File: config.mk
export PLATFORM = sky130hd
export DESIGN_NAME = gpu_scalar_alu_with_exec_mask_top
export DESIGN_NICKNAME = d
export VERILOG_FILES = /design/src/sv/gsalu_pkg.sv /design/src/sv/gpu_scalar_alu_with_exec_mask_top.sv
export SDC_FILE = /design/constraint.sdc
export NUM_CORES = 1
export LEC_CHECK = 0
export BUFFER_PORTS_ARGS = -buffer_cell sky130_fd_sc_hd__buf_4
export CAP_MARGIN = 20
export CORE_ASPECT_RATIO = 1.5
export CORE_MARGIN = 5
export CORE_UTILIZATION = 55
export DETAILED_ROUTE_END_ITERATION = 8
export GPL_TIMING_DRIVEN = 0
export PLACE_DENSITY = 0.74
export SLEW_MARGIN = 5
export SYNTH_ARGS = -nofsm -noshare
export SYNTH_HDL_FRONTEND = slang
export SYNTH_SLANG_ARGS = --single-unit
export TNS_END_PERCENT = 30
File: constraint.sdc
create_clock -name clk -period 7.3 [get_ports clk]
set_input_delay 0.365 -clock clk [delete_from_list [all_inputs] [get_ports clk]]
set_output_delay 0.365 -clock clk [all_outputs]
set_load 0.005 [all_outputs]
File: src/sv/gsalu_pkg.sv
// types and constants shared by the scalar alu block and its checker
package gsalu_pkg;

  // instruction codes
  typedef enum logic [3:0] {
    OP_ADD      = 4'd0,
    OP_ADDC     = 4'd1,
    OP_SUB      = 4'd2,
    OP_SUBREV   = 4'd3,
    OP_SUBB     = 4'd4,
    OP_SUBBREV  = 4'd5,
    OP_ABSDIFF  = 4'd6,
    OP_ADDI     = 4'd7,
    OP_SUBI     = 4'd8,
    OP_SHLADD   = 4'd9,
    OP_MIN_S    = 4'd10,
    OP_MIN_U    = 4'd11,
    OP_MAX_S    = 4'd12,
    OP_MAX_U    = 4'd13,
    OP_CSELECT  = 4'd14,
    OP_SAVEEXEC = 4'd15
  } alu_op_t;

  // saveexec combine codes, the spare code acts as and
  localparam logic [1:0] LOGIC_AND   = 2'd0;
  localparam logic [1:0] LOGIC_OR    = 2'd1;
  localparam logic [1:0] LOGIC_XOR   = 2'd2;
  localparam logic [1:0] LOGIC_SPARE = 2'd3;

  localparam logic [31:0] SIGN_BIT = 32'h8000_0000;
  localparam logic [63:0] EXEC_RESET = {64{1'b1}};

  typedef struct packed {
    alu_op_t     op;
    logic [31:0] src_a;
    logic [31:0] src_a_high;
    logic [31:0] src_b;
    logic        vector_mode;
    logic        lane_carry_in;
    logic [4:0]  shift_amount;
    logic [1:0]  logic_op;
    logic        negate_exec;
    logic        negate_source;
    logic        wide;
  } req_t;

  typedef struct packed {
    logic [31:0] result_low;
    logic [31:0] result_high;
    logic        cond_out;
    logic        lane_carry_out;
    logic [63:0] exec_out;
  } rsp_t;

endpackage

File: src/sv/gpu_scalar_alu_with_exec_mask_top.sv
// scalar alu with condition bit and 64-lane exec mask, input and result registers
//
//  channel | direction | handshake            | payload
//  --------+-----------+----------------------+-------------------------------
//  req     | in        | req_valid, req_stall | req_t: op, sources, flags
//  rsp     | out       | rsp_valid, rsp_stall | rsp_t: result, cond, carry, exec
//
// one item per cycle unless rsp_stall holds; items pass the input then the result register
// the single alu pass between the input register and the result register sets the rate
// condition bit and exec mask update as an item moves into the result register,
// so the next item always sees them in time
// rst (synchronous) clears both valids, zeroes the condition bit and sets all exec lanes
// req_stall rises only when the input register is full and the result waits under rsp_stall
module gpu_scalar_alu_with_exec_mask_top (
  input  logic            clk,
  input  logic            rst,
  input  logic            req_valid,
  output logic            req_stall,
  input  gsalu_pkg::req_t req,
  output logic            rsp_valid,
  input  logic            rsp_stall,
  output gsalu_pkg::rsp_t rsp
);
  import gsalu_pkg::*;

  // input register
  logic        s1_valid;
  req_t        s1;

  // architectural state
  logic        cond_bit;
  logic [63:0] exec_mask;

  // alu outputs
  logic        s2_take;
  logic        cin;
  logic        rev;
  logic        bin;
  logic [31:0] lhs;
  logic [31:0] rhs;
  logic [32:0] sum33;
  logic [32:0] dif33;
  logic [31:0] diff;
  logic [31:0] addv;
  logic [31:0] elo;
  logic [31:0] ehi;
  logic [31:0] slo;
  logic [31:0] shi;
  logic [31:0] nlo;
  logic [31:0] nhi;
  logic        cout;
  logic        carry_op;
  logic [31:0] res_lo;
  logic [31:0] res_hi;
  logic        cond_next;
  logic        lane_out;
  logic [63:0] exec_next;

  // the result register frees up when empty or being drained this cycle
  assign s2_take   = !rsp_valid || !rsp_stall;
  assign req_stall = s1_valid && !s2_take;

  always_ff @(posedge clk) begin
    if (rst) begin
      s1_valid <= 1'b0;
    end else if (!req_stall) begin
      s1_valid <= req_valid;
    end
  end

  always_ff @(posedge clk) begin
    if (req_valid && !req_stall) begin
      s1 <= req;
    end
  end

  always_comb begin
    // carry or borrow in comes from the lane bit in vector mode
    cin   = s1.vector_mode ? s1.lane_carry_in : cond_bit;
    sum33 = {1'b0, s1.src_a} + {1'b0, s1.src_b}
          + {32'd0, (s1.op == OP_ADDC) ? cin : 1'b0};
    rev   = (s1.op == OP_SUBREV) || (s1.op == OP_SUBBREV);
    lhs   = rev ? s1.src_b : s1.src_a;
    rhs   = rev ? s1.src_a : s1.src_b;
    bin   = ((s1.op == OP_SUBB) || (s1.op == OP_SUBBREV)) ? cin : 1'b0;
    // bit 32 of the widened difference is the borrow out
    dif33 = {1'b0, lhs} - {1'b0, rhs} - {32'd0, bin};
    diff  = s1.src_a - s1.src_b;
    addv  = s1.src_a + s1.src_b;

    elo = s1.negate_exec ? ~exec_mask[31:0] : exec_mask[31:0];
    ehi = s1.negate_exec ? ~exec_mask[63:32] : exec_mask[63:32];
    slo = s1.negate_source ? ~s1.src_a : s1.src_a;
    shi = s1.negate_source ? ~s1.src_a_high : s1.src_a_high;
    priority case (s1.logic_op)
      LOGIC_OR: begin
        nlo = elo | slo;
        nhi = ehi | shi;
      end
      LOGIC_XOR: begin
        nlo = elo ^ slo;
        nhi = ehi ^ shi;
      end
      default: begin
        nlo = elo & slo;
        nhi = ehi & shi;
      end
    endcase

    res_lo    = 32'd0;
    res_hi    = 32'd0;
    cond_next = cond_bit;
    lane_out  = 1'b0;
    exec_next = exec_mask;
    carry_op  = 1'b0;
    cout      = 1'b0;

    unique case (s1.op)
      OP_ADD, OP_ADDC: begin
        res_lo   = sum33[31:0];
        cout     = sum33[32];
        carry_op = 1'b1;
      end
      OP_SUB, OP_SUBREV, OP_SUBB, OP_SUBBREV: begin
        res_lo   = dif33[31:0];
        cout     = dif33[32];
        carry_op = 1'b1;
      end
      OP_ABSDIFF: begin
        // most negative difference wraps back to itself
        res_lo    = diff[31] ? (32'd0 - diff) : diff;
        cond_next = (res_lo != 32'd0);
      end
      OP_ADDI: begin
        res_lo    = addv;
        cond_next = (((s1.src_a ^ addv) & (s1.src_b ^ addv) & SIGN_BIT) != 32'd0);
      end
      OP_SUBI: begin
        res_lo    = diff;
        cond_next = (((s1.src_a ^ s1.src_b) & (s1.src_a ^ diff) & SIGN_BIT) != 32'd0);
      end
      OP_SHLADD: begin
        res_lo = (s1.src_a << s1.shift_amount) + s1.src_b;
      end
      OP_MIN_S: begin
        cond_next = ($signed(s1.src_a) < $signed(s1.src_b));
        res_lo    = cond_next ? s1.src_a : s1.src_b;
      end
      OP_MAX_S: begin
        cond_next = ($signed(s1.src_a) > $signed(s1.src_b));
        res_lo    = cond_next ? s1.src_a : s1.src_b;
      end
      OP_MIN_U: begin
        cond_next = (s1.src_a < s1.src_b);
        res_lo    = cond_next ? s1.src_a : s1.src_b;
      end
      OP_MAX_U: begin
        cond_next = (s1.src_a > s1.src_b);
        res_lo    = cond_next ? s1.src_a : s1.src_b;
      end
      OP_CSELECT: begin
        res_lo = cond_bit ? s1.src_a : s1.src_b;
      end
      OP_SAVEEXEC: begin
        // old exec goes out, narrow form keeps the high word untouched
        res_lo = exec_mask[31:0];
        if (s1.wide) begin
          res_hi    = exec_mask[63:32];
          exec_next = {nhi, nlo};
          cond_next = ((nlo | nhi) != 32'd0);
        end else begin
          exec_next = {exec_mask[63:32], nlo};
          cond_next = (nlo != 32'd0);
        end
      end
    endcase

    if (carry_op) begin
      if (s1.vector_mode) begin
        lane_out = cout;
      end else begin
        cond_next = cout;
      end
    end
  end

  // state commits as the item enters the result register
  always_ff @(posedge clk) begin
    if (rst) begin
      cond_bit  <= 1'b0;
      exec_mask <= EXEC_RESET;
    end else if (s1_valid && s2_take) begin
      cond_bit  <= cond_next;
      exec_mask <= exec_next;
    end
  end

  always_ff @(posedge clk) begin
    if (rst) begin
      rsp_valid <= 1'b0;
    end else if (s2_take) begin
      rsp_valid <= s1_valid;
    end
  end

  always_ff @(posedge clk) begin
    if (s1_valid && s2_take) begin
      rsp.result_low     <= res_lo;
      rsp.result_high    <= res_hi;
      rsp.cond_out       <= cond_next;
      rsp.lane_carry_out <= lane_out;
      rsp.exec_out       <= exec_next;
    end
  end

endmodule

# Yosys cells after proc, flatten, opt, wreduce, memory -nomap -nowiden
# Cells that the tools add are included.
# totals
register_bits,309
latch_bits,0
ram_bits,0
rom_bits,0
elab_cells,112
n_memories,0
# op_classes
add_sub_neg,8
multipliers,0
n_div,0
magnitude_cmp,4
n_eq_ne,17
shift,1
n_mux,26
bitwise_logic,17
n_reduce_logical,19
# op_table
cell,n
$mux W32,12
$pmux W32 S12,1
$xor A32 B32 Y32,6
$and A32 B32 Y32,4
$mux W64,2
$not A32 Y32,4
$pmux W32 S2,2
$or A32 B32 Y32,3
$reduce_bool A32 Y1,3
$add A32 B32 Y32,2
$gt A32 B32 Y1,2
$lt A32 B32 Y1,2
$add A32 B32 Y33,1
$add A33 B1 Y33,1
$sub A32 B32 Y33,1
$sub A33 B1 Y33,1
$eq A4 B4 Y1 const B,8
$shl A32 B5 Y32,1
$sub A1 B32 Y32 const A,1
$sub A32 B32 Y32,1
$eq A4 B3 Y1 const B,4
$eq A4 B2 Y1 const B,2
$pmux W1 S8,1
$mux W1,7
other kinds (12),20

# Longest topological paths before layout
# Gate-level depths: netlist of the first run.
# logic_depth
depth_word,10
depth_mapped,23
ltp_nobuf,21

# Worst setup path after synthesis of the first run
# Ideal clock, no wire load.
# synth_path
kind,input to register
from,input rsp_stall
to,register s1[0] (netlist bit) (enable)
arrival_ns,5.542
slack_ns,1.161
stages,2
n_path_buf,0
path_cell_list,and3_1 -> nor2b_1
# synth_between
elab_chain_cells,6
# synth_rtl
element,line,rtl
from (decl),gpu_scalar_alu_with_exec_mask_top.sv:21,"input logic rsp_stall,"
$logic_not A1 Y1,gpu_scalar_alu_with_exec_mask_top.sv:60,assign s2_take = !rsp_valid || !rsp_stall;
$logic_or A1 B1 Y1,gpu_scalar_alu_with_exec_mask_top.sv:60,
$logic_not A1 Y1,gpu_scalar_alu_with_exec_mask_top.sv:61,assign req_stall = s1_valid && !s2_take;
$logic_and A1 B1 Y1,gpu_scalar_alu_with_exec_mask_top.sv:61,
$logic_not A1 Y1,gpu_scalar_alu_with_exec_mask_top.sv:72,if (req_valid && !req_stall) begin
$logic_and A1 B1 Y1,gpu_scalar_alu_with_exec_mask_top.sv:72,
to (signal assigned),gpu_scalar_alu_with_exec_mask_top.sv:73,s1 <= req;
to (decl),gpu_scalar_alu_with_exec_mask_top.sv:28,req_t s1;
# Every way passes these cells.
# A chain may end at the register's enable or synchronous reset.

# Worst setup path in the final report of the first run
# layout_path
from,register s1[5] (netlist bit)
to,"register rsp[116] (netlist bit), data pin"
# layout_between
elab_chain_cells,3
# layout_rtl
element,line,rtl
$shl A32 B5 Y32,gpu_scalar_alu_with_exec_mask_top.sv:143,res_lo = (s1.src_a << s1.shift_amount) + s1.src_b;
$add A32 B32 Y32,gpu_scalar_alu_with_exec_mask_top.sv:143,
$pmux W32 S12,gpu_scalar_alu_with_exec_mask_top.sv:118,unique case (s1.op)
net res_lo[18],gpu_scalar_alu_with_exec_mask_top.sv:53,logic [31:0] res_lo;
to (decl),gpu_scalar_alu_with_exec_mask_top.sv:22,output gsalu_pkg::rsp_t rsp
# The timed path passes the listed nets, and every way through them passes these cells.

==> results by group, run 1 <==
Status
  • Status: completed

Routing
  • Total vias in the final route: 31,930
  • Number of search-and-repair iterations in the first detailed-routing pass: 8
  • Post-DR vias/cell: 6.947
  • WL/cell: 32.30 um
  • Routed Antenna Nets: 0
  • Routed Wire Length: 148,500 um
  • Number of remaining DRC errors: 0
  • First DRT Iteration DRCs: 4,023

Global routing
  • Antenna violations before repair: 11
  • Pin count of the biggest net entering global routing: 41
  • Total global-route track usage: 49.05%
  • Via count of the first global-routing pass: 31,460
  • Global-route wire length before repair: 210,000 um
  • Total global routing overflow: 0

STA
  • Max transition margin: 6.031%
  • Final critical-path share of the clock period: 99.32%
  • Post-route minimum period: 7.250 ns
  • Worst-Margin Slew: 1.397 ns
  • Worst-case clock skew: 0.02685 ns
  • Setup repair after global routing missed its margin: no
  • Max Transition Viols Final: 0
  • Final hold vios: 0
  • Max Fclk: 137.9 MHz
  • Final setup fails: 0
  • WHS: 0.01296 ns

Synth
  • Most instantiated cells after synthesis: sky130_fd_sc_hd__a21oi_1 (345), sky130_fd_sc_hd__nand2_1 (282), sky130_fd_sc_hd__ha_1 (256), sky130_fd_sc_hd__edfxtp_1 (242), sky130_fd_sc_hd__o21ai_0 (229)
  • Most repeated cell in the gate-level netlist after synthesis: sky130_fd_sc_hd__a21oi_1
  • Dominant cells by area after synthesis: sky130_fd_sc_hd__edfxtp_1 (25%), sky130_fd_sc_hd__ha_1 (11%), sky130_fd_sc_hd__a21oi_1 (5.8%)
  • Number of warnings printed during yosys synthesis: 0
  • Yosys reg bits: 309
  • Share of the yosys chip area belonging to registers: 29.15%
  • Netlist cell types: 109
  • Proportion of netlist area held by the largest area contributor: 24.61%
  • Primary flip-flop cell chosen by synthesis mapping: sky130_fd_sc_hd__edfxtp_1
  • Cell area after synthesis: 0.02953 sq mm
  • Async set-reset flop share out of synthesis: 0%
  • Number of synthesized flops with an enable pin: 242
  • Syn nets: 3,844
  • Count of mapped cells out of synthesis: 3,465
  • Average size of a mapped cell: 8.522 sq um
  • Dominant cell type by area after synthesis: sky130_fd_sc_hd__edfxtp_1

Worst setup path
  • Launching instance or port of the critical path: s1[5]$_DFFE_PP_
  • Most common cell on crit path: sky130_fd_sc_hd__a21oi_1
  • CP max-delay cell: sky130_fd_sc_hd__buf_1
  • Crit end category: flip-flop
  • Launching point of the worst reg2reg path: s1[5]$_DFFE_PP_
  • Worst-case reg-to-reg path depth: 22
  • Element type at the critical path start: flip-flop
  • Kind of cell adding the most delay to the critical path: compound AO/OA/AOI/OAI gates
  • Worst R2R Setup Slack: 0.05 ns
  • Delay of the slowest cell on the worst path: 0.74 ns
  • Critical path buffer and inverter count: 3
  • Worst path arrival time: 7.54 ns
  • Cell Chain, Critical Path: buf_1 > buf_1 > clkbuf_1 > a21oi_1 > nand2_1 > o21ai_0 > nor2_1 > a21oi_1 > nor2b_1 > ha_1 > a21o_1 > a21o_1 > a21oi_1 > o21ai_0 > a2111oi_0 > o41ai_1 > a211oi_1 > or2_2 > xor2_1 > o221ai_1 > a21oi_1 > a21oi_1
  • Required time of the critical path: 7.59 ns
  • Critical path class: flip-flop to flip-flop
  • Endpoint of the lowest-slack register-to-register path: rsp[116]$_DFFE_PP_
  • Highest net fanout along the worst path: 10

Clock network
  • Clock Sink Count: 309
  • Library cell used as clock root buffer: sky130_fd_sc_hd__clkbuf_16
  • CTS max path bufs: 3
  • H-tree depth: 1
  • Clock latency at the later pin of the worst-skew pair: 0.64 ns
  • Worst-path clk slew: 0.06 ns
  • TritonCTS Buffers: 31
  • TritonCTS clock tree: done

Cells and area
  • Share of cells above drive strength 1: 12.16%
  • Area growth from synthesis to layout: 17.63%
  • Post-Layout Cell Count: 4,596
  • Nets: 4,253

Min path
  • Min-delay worst type: input port to flip-flop
  • Number of cells on the worst hold path: 3
  • Launch instance of the worst min-delay path: req_valid
  • End point of the most critical hold path: s1_valid$_SDFFE_PP0N_

Placed design
  • Weighted congestion reported at the end of routability-driven placement: 1.126
  • Buffers on Ports: 246
  • Hpwl dp: 114,600 um
  • Placed Cells: 4,411

Die
  • Boundary Pins: 248
  • Row cnt: 104
  • Die Ht: 293.8 um
  • Die width: 199.2 um
  • Area of the die: 0.05852 sq mm
  • Placeable core area: 0.05348 sq mm
  • Starting density of the core: 55.21%

Pwr
  • Worst supply voltage drop on vdd: 255.1 uV
  • Static leakage power: 14.42 nW
  • Power density relative to cell area: 196.2 mW/mm^2
  • Total power after layout: 0.006815 W

Flow run
  • Max-cap check violation count: 0
cell usage in the layout, fill, tap and decap left out, drive strengths merged, types with 88 or more instances in the layout:
cell type,instances
clkbuf,197
dlygate4sd3,112
nor2,198
o21ai,233
edfxtp,242
xor2,161
nand2b,98
a21oi,351
inv,213
buf,329
nand2,282
xnor2,88
ha,256
nor2b,90
metrics by stage:
step	cell area, sq um	setup TNS, ns	util [%]	setup slack [ns]
5_1_grt	34720	0	64.92	0.02166
6_report	34740	0	64.95	0.04957
3_5_place_dp	32430	-0.02853	60.64	-0.02853
3_3_place_gp	32240	-268.02	60.28	-1.514
2_1_floorplan	29530	0	-	1.161
4_1_cts	34630	0	64.75	0.1415
routing by layer:
layer	track usage, %	wire length (um)	up-vias
met5	0.6734	33	-
met4	51.39	20390	4
met3	15.00	16120	1071
met2	78.20	66860	2403
met1	48.22	45060	14920
li1	-	-	13530
worst max-delay path by stage:
| stage | end | slack [ns] | cells after the start |
|---|---|---|---|
| 2_1_floorplan | s1[0]$_DFFE_PP_ | 1.16 | 2 |
| 3_3_place_gp | s1[18]$_DFFE_PP_ | -1.51 | 3 |
| 3_5_place_dp | rsp[128]$_DFFE_PP_ | -0.03 | 23 |
| 4_1_cts | rsp[118]$_DFFE_PP_ | 0.14 | 20 |
| 5_1_grt | rsp[121]$_DFFE_PP_ | 0.02 | 22 |
| 6_report | rsp[116]$_DFFE_PP_ | 0.05 | 22 |
worst register-to-register path: stages, from the launching register on:
cell	delay [ns]
sky130_fd_sc_hd__edfxtp_1	0.42
sky130_fd_sc_hd__buf_1	0.68
sky130_fd_sc_hd__buf_1	0.74
sky130_fd_sc_hd__clkbuf_1	0.53
sky130_fd_sc_hd__a21oi_1	0.21
sky130_fd_sc_hd__nand2_1	0.11
sky130_fd_sc_hd__o21ai_0	0.15
sky130_fd_sc_hd__nor2_1	0.14
sky130_fd_sc_hd__a21oi_1	0.09
sky130_fd_sc_hd__nor2b_1	0.18
sky130_fd_sc_hd__ha_1	0.36
sky130_fd_sc_hd__a21o_1	0.21
sky130_fd_sc_hd__a21o_1	0.18
sky130_fd_sc_hd__a21oi_1	0.21
sky130_fd_sc_hd__o21ai_0	0.15
sky130_fd_sc_hd__a2111oi_0	0.64
sky130_fd_sc_hd__o41ai_1	0.26
sky130_fd_sc_hd__a211oi_1	0.54
sky130_fd_sc_hd__or2_2	0.22
sky130_fd_sc_hd__xor2_1	0.28
sky130_fd_sc_hd__o221ai_1	0.30
sky130_fd_sc_hd__a21oi_1	0.22
sky130_fd_sc_hd__a21oi_1	0.09
state kept, by name (all words and copies together), names as in the netlist:
name	flops
rsp	130
cond_bit	1
s1	112
rsp_valid	1
exec_mask	64
s1_valid	1
kinds of logic (layout without fill, tap and decap cells):
kind of cell    Yosys count  after routing  synth area share [%]
simple gates           1018           1018                 17.60
fa+ha+maj               263            263                 11.32
xor+xnor                249            249                 7.436
compound gates         1094           1094                 24.61
buf+inv                 445            878                 6.224
mux                      87             87                 3.661
flops                   309            309                 29.15
other cells               0              9                     0
power by group:
part | internal (W) | switching, W
logic | 0.000989 | 0.00191
registers | 0.00203 | 0.000125
clock network | 0.000979 | 0.000779
what timing repair did:
item / CTS / global route
gates resized for setup: 1 / 5
hold buffers: 112 / 0
setup buffers: 0 / 0
hold endpoints to repair: 112 / 0
endpoints found under the setup margin: 3 / 10
final cells by class:
cell class	instances	area [sq um]
clock inverters	21	261.5
multi-input cells	2711	19130
repair buffers	376	3196
diodes	9	22.52
clock buffers	36	814.5
flip-flops and latches	309	8608
plain buffers	227	1025
well taps	689	862.1
fillers	4460	18740
inverters	218	820.8
Note: power is estimated with default switching activity, not from simulation.
==> inputs of run 2 (changes only) <==
--- a/config.mk
+++ b/config.mk
@@ -5,6 +5,7 @@
 export SDC_FILE = /design/constraint.sdc
 export NUM_CORES = 1
 export LEC_CHECK = 0
+export ABC_AREA = 1
 export BUFFER_PORTS_ARGS = -buffer_cell sky130_fd_sc_hd__buf_4
 export CAP_MARGIN = 20
 export CORE_ASPECT_RATIO = 1.5
@@ -12,6 +13,7 @@
 export CORE_UTILIZATION = 55
 export DETAILED_ROUTE_END_ITERATION = 8
 export GPL_TIMING_DRIVEN = 0
+export HOLD_SLACK_MARGIN = 0.08
 export PLACE_DENSITY = 0.74
 export SLEW_MARGIN = 5
 export SYNTH_ARGS = -nofsm -noshare
==> results by group, run 2 <==
Status
  • Status: completed

Routing
  • WL/cell: 26.66 um (-17%)
  • Total length of routed met2 wires: 64,800 um (-3.1%)
  • Number of remaining DRC errors: 0 (unchanged)
  • Metal3 WL: 14,360 um (-11%)
  • Number of search-and-repair iterations in the first detailed-routing pass: 7 (-1)
  • Post-DR vias/cell: 6.222 (-10%)
  • Highest metal used: met5
  • Wire length on met1: 42,700 um (-5.2%)
  • First DRT Iteration DRCs: 3,618 (-10%)
  • Routed Wire Length: 142,900 um (-3.7%)
  • Routed Antenna Nets: 0 (unchanged)
  • Total vias in the final route: 33,350 (+4.5%)

Clock network
  • Library cell used as clock root buffer: sky130_fd_sc_hd__clkbuf_16
  • TritonCTS Buffers: 31 (unchanged)
  • CTS max path bufs: 3 (unchanged)
  • Worst-path clk slew: 0.07 ns (about the same)
  • Clock Sink Count: 309 (unchanged)
  • Post-cts gate resize count: 0 (-1)
  • TritonCTS clock tree: done
  • H-tree depth: 1 (unchanged)
  • Clock latency at the later pin of the worst-skew pair: 0.63 ns (about the same)

Worst setup path
  • CP max-delay cell: sky130_fd_sc_hd__clkbuf_1
  • Launching point of the worst reg2reg path: s1[5]$_DFFE_PP_
  • Worst-case reg-to-reg path depth: 19 (-14%)
  • Cell Chain, Critical Path: buf_2 > clkbuf_1 > clkbuf_1 > clkbuf_1 > o21ai_0 > mux2i_1 > o21ai_0 > o211ai_1 > o21ai_0 > ha_1 > a21oi_1 > o21ai_0 > a21oi_1 > nand3_1 > a21oi_1 > xor2_1 > o22ai_1 > nor2_1 > nand4_1
  • Element type at the critical path start: flip-flop
  • Worst path arrival time: 7.47 ns (-0.07 ns)
  • Delay of the slowest cell on the worst path: 0.67 ns (-0.07 ns)
  • Required time of the critical path: 7.64 ns (+0.05 ns)
  • Highest net fanout along the worst path: 10 (unchanged)
  • Most common cell on crit path: sky130_fd_sc_hd__o21ai_0
  • Crit end category: flip-flop
  • Endpoint of the lowest-slack register-to-register path: rsp[129]$_DFFE_PP_
  • Critical path class: flip-flop to flip-flop
  • Worst R2R Setup Slack: 0.17 ns (+0.12 ns)

STA
  • Setup TNS after final layout: 0 ns (unchanged)
  • Worst-Margin Slew: 1.306 ns (-0.09049 ns)
  • Max transition margin: 12.92% (+6.9 points)
  • Post-route minimum period: 7.131 ns (-0.1189 ns)
  • Worst-case clock skew: 0.03391 ns (+0.007056 ns)
  • Final setup fails: 0 (unchanged)
  • Max Fclk: 140.2 MHz (+1.7%)
  • Max Transition Viols Final: 0 (unchanged)
  • Final critical-path share of the clock period: 97.69% (-1.6 points)
  • Final hold vios: 0 (unchanged)
  • Setup repair after global routing missed its margin: no

Cells and area
  • Largest register FFs: 130 (unchanged)
  • Number of inserted filler cells in the final layout: 4,879 (+9.4%)
  • Nets: 5,024 (+18%)
  • Most common cell after layout, fill and taps aside: sky130_fd_sc_hd__nand2_1
  • Post-Layout Cell Count: 5,361 (+17%)
  • Largest registers: rsp: 130 flops, s1: 112 flops, exec_mask: 64 flops
  • Register with the highest flop count: rsp
  • Utilization of the core after routing: 64.95% (about the same)
  • Share of cells above drive strength 1: 10.17% (-2.0 points)
  • Area growth from synthesis to layout: 17.22%
  • Commonest cells after routing, fill and taps aside: sky130_fd_sc_hd__nand2_1 (987), sky130_fd_sc_hd__inv_1 (560), sky130_fd_sc_hd__o21ai_0 (434)

Pwr
  • Comb power frac: 40.6% (-2.0 points)
  • Sequential share of power: 32.0% (+0.4 points)
  • Static leakage power: 16.21 nW (+12%)
  • Worst supply voltage drop on vdd: 250.7 uV (-1.7%)
  • Switching power: 0.002791 W (-0.90%)
  • Pint: 0.003974 W (-0.60%)
  • Power density relative to cell area: 194.3 mW/mm^2 (-0.97%)
  • Total power after layout: 0.006765 W (-0.72%)
  • Sw Ratio: 41.26% (-0.073 points)
  • Clock network power share: 27.4% (+1.6 points)

Placed design
  • Hpwl dp: 114,400 um (-0.18%)
  • Weighted congestion reported at the end of routability-driven placement: 1.149 (+2.0%)
  • Buffers on Ports: 246 (unchanged)
  • Placed Cells: 5,188 (+18%)

Die
  • Area of the die: 0.05885 sq mm (+0.57%)
  • Boundary Pins: 248 (unchanged)
  • Starting density of the core: 55.41% (+0.20 points)
  • Die Ht: 294.6 um (+0.29%)
  • Placeable core area: 0.05361 sq mm (+0.24%)
  • Die width: 199.8 um (+0.28%)
  • Row cnt: 104 (unchanged)

Synth
  • Share of the yosys chip area belonging to registers: 28.98% (-0.17 points)
  • Async set-reset flop share out of synthesis: 0% (unchanged)
  • Most repeated cell in the gate-level netlist after synthesis: sky130_fd_sc_hd__nand2_1
  • Primary flip-flop cell chosen by synthesis mapping: sky130_fd_sc_hd__edfxtp_1
  • Syn nets: 4,626 (+20%)
  • Most instantiated cells after synthesis: sky130_fd_sc_hd__nand2_1 (987), sky130_fd_sc_hd__inv_1 (561), sky130_fd_sc_hd__o21ai_0 (435), sky130_fd_sc_hd__nor2_1 (391), sky130_fd_sc_hd__a21oi_1 (308)
  • Dominant cells by area after synthesis: sky130_fd_sc_hd__edfxtp_1 (24%), sky130_fd_sc_hd__nand2_1 (12%), sky130_fd_sc_hd__ha_1 (11%)
  • Cell area after synthesis: 0.02971 sq mm (+0.60%)
  • Netlist cell types: 68 (-38%)
  • Yosys reg bits: 309 (unchanged)
  • Dominant cell type by area after synthesis: sky130_fd_sc_hd__edfxtp_1
  • Average size of a mapped cell: 6.995 sq um (-18%)
  • Count of mapped cells out of synthesis: 4,247 (+23%)
  • Number of synthesized flops with an enable pin: 242 (unchanged)
  • Proportion of netlist area held by the largest area contributor: 24.46% (-0.15 points)
  • Number of warnings printed during yosys synthesis: 0 (unchanged)

Min path
  • Number of cells on the worst hold path: 3 (unchanged)
  • End point of the most critical hold path: rsp_valid$_SDFFE_PP0N_
  • Min-delay worst type: input port to flip-flop
  • Launch instance of the worst min-delay path: rsp_stall

Global routing
  • Total global-route track usage: 47.06% (-2.0 points)
  • Antenna violations before repair: 4 (-7)
  • Pin count of the biggest net entering global routing: 62 (+51%)
  • Global-route wire length before repair: 203,700 um (-3.0%)
  • Total global routing overflow: 0 (unchanged)
  • Via count of the first global-routing pass: 32,940 (+4.7%)

Flow run
  • Max-cap check violation count: 0 (unchanged)
[run 2: cell count changes after synthesis, sizes merged, moves of 72 or more]
| cell | delta |
|---|---|
| nor2b | -90 |
| a211o | -72 |
| o21ai | +215 |
| nand3 | +113 |
| nand2b | -98 |
| inv | +366 |
| xor2 | -120 |
| nor2 | +209 |
| nand2 | +752 |
| and3 | -75 |
[run 2: final cells by class]
type	count	area, sq um	share of cell area (%)
Antenna cell	3	7.507	0.02156
Buffer	174	818.3	2.350
Clock buffer	33	793.3	2.278
Clock inverter	24	352.8	1.013
Inverter	584	2200	6.317
Multi-Input combinational cell	3180	18090	51.95
Sequential cell	309	8608	24.72
Tap cell	689	862.1	2.476
Timing Repair Buffer	365	3090	8.875
[run 2: critical path, delay by kind of cell, from the launching register on]
family | cells | cell delay (ns)
DFF | 1 | 0.32
AOI/OAI and AO/OA | 9 | 2.34
adders and majority gates | 1 | 0.51
xor gates and xnor gates | 1 | 0.34
and+or+nand+nor | 3 | 0.85
muxes | 1 | 0.48
buffers and inverters | 4 | 2.00
[run 2: logic make-up (layout without fill, tap and decap cells)]
| logic type | Yosys count | count (layout) | synth area share (%) |
|---|---|---|---|
| compound gates | 1003 | 1003 | 19.31 |
| xor+xnor | 177 | 177 | 5.244 |
| fa+ha+maj | 263 | 263 | 11.25 |
| buf+inv | 758 | 1180 | 10.13 |
| flops | 309 | 309 | 28.98 |
| mux | 23 | 23 | 0.7750 |
| other cells | 0 | 3 | 0 |
| simple gates | 1714 | 1714 | 24.31 |
[run 2: stage by stage]
step / instance area (sq um) / hold WS (ns) / setup slack (ns)
final: 34820 / 0.1312 / 0.1685
after CTS: 34810 / 0.1171 / 0.7897
after floorplan: 29710 / 0.4569 / 2.041
after detailed placement: 32540 / 0.5334 / 0.8030
after global placement: 32410 / 0.4674 / -0.6543
after global routing: 34810 / 0.1340 / 0.3132
[run 2: power by group through the flow]
stage / Sequential (W) / Clock [W] / Combinational [W]
2_1_floorplan: 0.00215 / 0 / 0.00163
3_3_place_gp: 0.00220 / 0 / 0.00248
3_5_place_dp: 0.00219 / 0 / 0.00254
4_1_cts: 0.00216 / 0.00185 / 0.00260
5_1_grt: 0.00217 / 0.00193 / 0.00292
6_report: 0.00217 / 0.00185 / 0.00275
[run 2: worst max-delay path by stage]
stage                          startpoint  slack, ns  depth (start not counted)                  to
final                     s1[5]$_DFFE_PP_       0.17                         19  rsp[129]$_DFFE_PP_
after CTS                 s1[5]$_DFFE_PP_       0.79                         19  rsp[129]$_DFFE_PP_
after global placement          rsp_stall      -0.65                          6  rsp[107]$_DFFE_PP_
after global routing      s1[5]$_DFFE_PP_       0.31                         19  rsp[129]$_DFFE_PP_
after detailed placement  s1[5]$_DFFE_PP_       0.80                         19  rsp[129]$_DFFE_PP_
after floorplan                 rsp_stall       2.04                          5    rsp[0]$_DFFE_PP_
[run 2: per-layer routing]
| metal | GRT usage (%) | vias to the layer above |
|---|---|---|
| met4 | 52.41 | 2 |
| met5 | 0 | - |
| li1 | - | 14970 |
| met1 | 46.62 | 14950 |
| met3 | 8.999 | 974 |
| met2 | 76.99 | 2461 |
[run 2: timing repair]
item,4_1_cts,5_1_grt
hold buffers,112,0
setup buffers,0,0
endpoints found under the setup margin,0,0
hold endpoints to repair,112,0
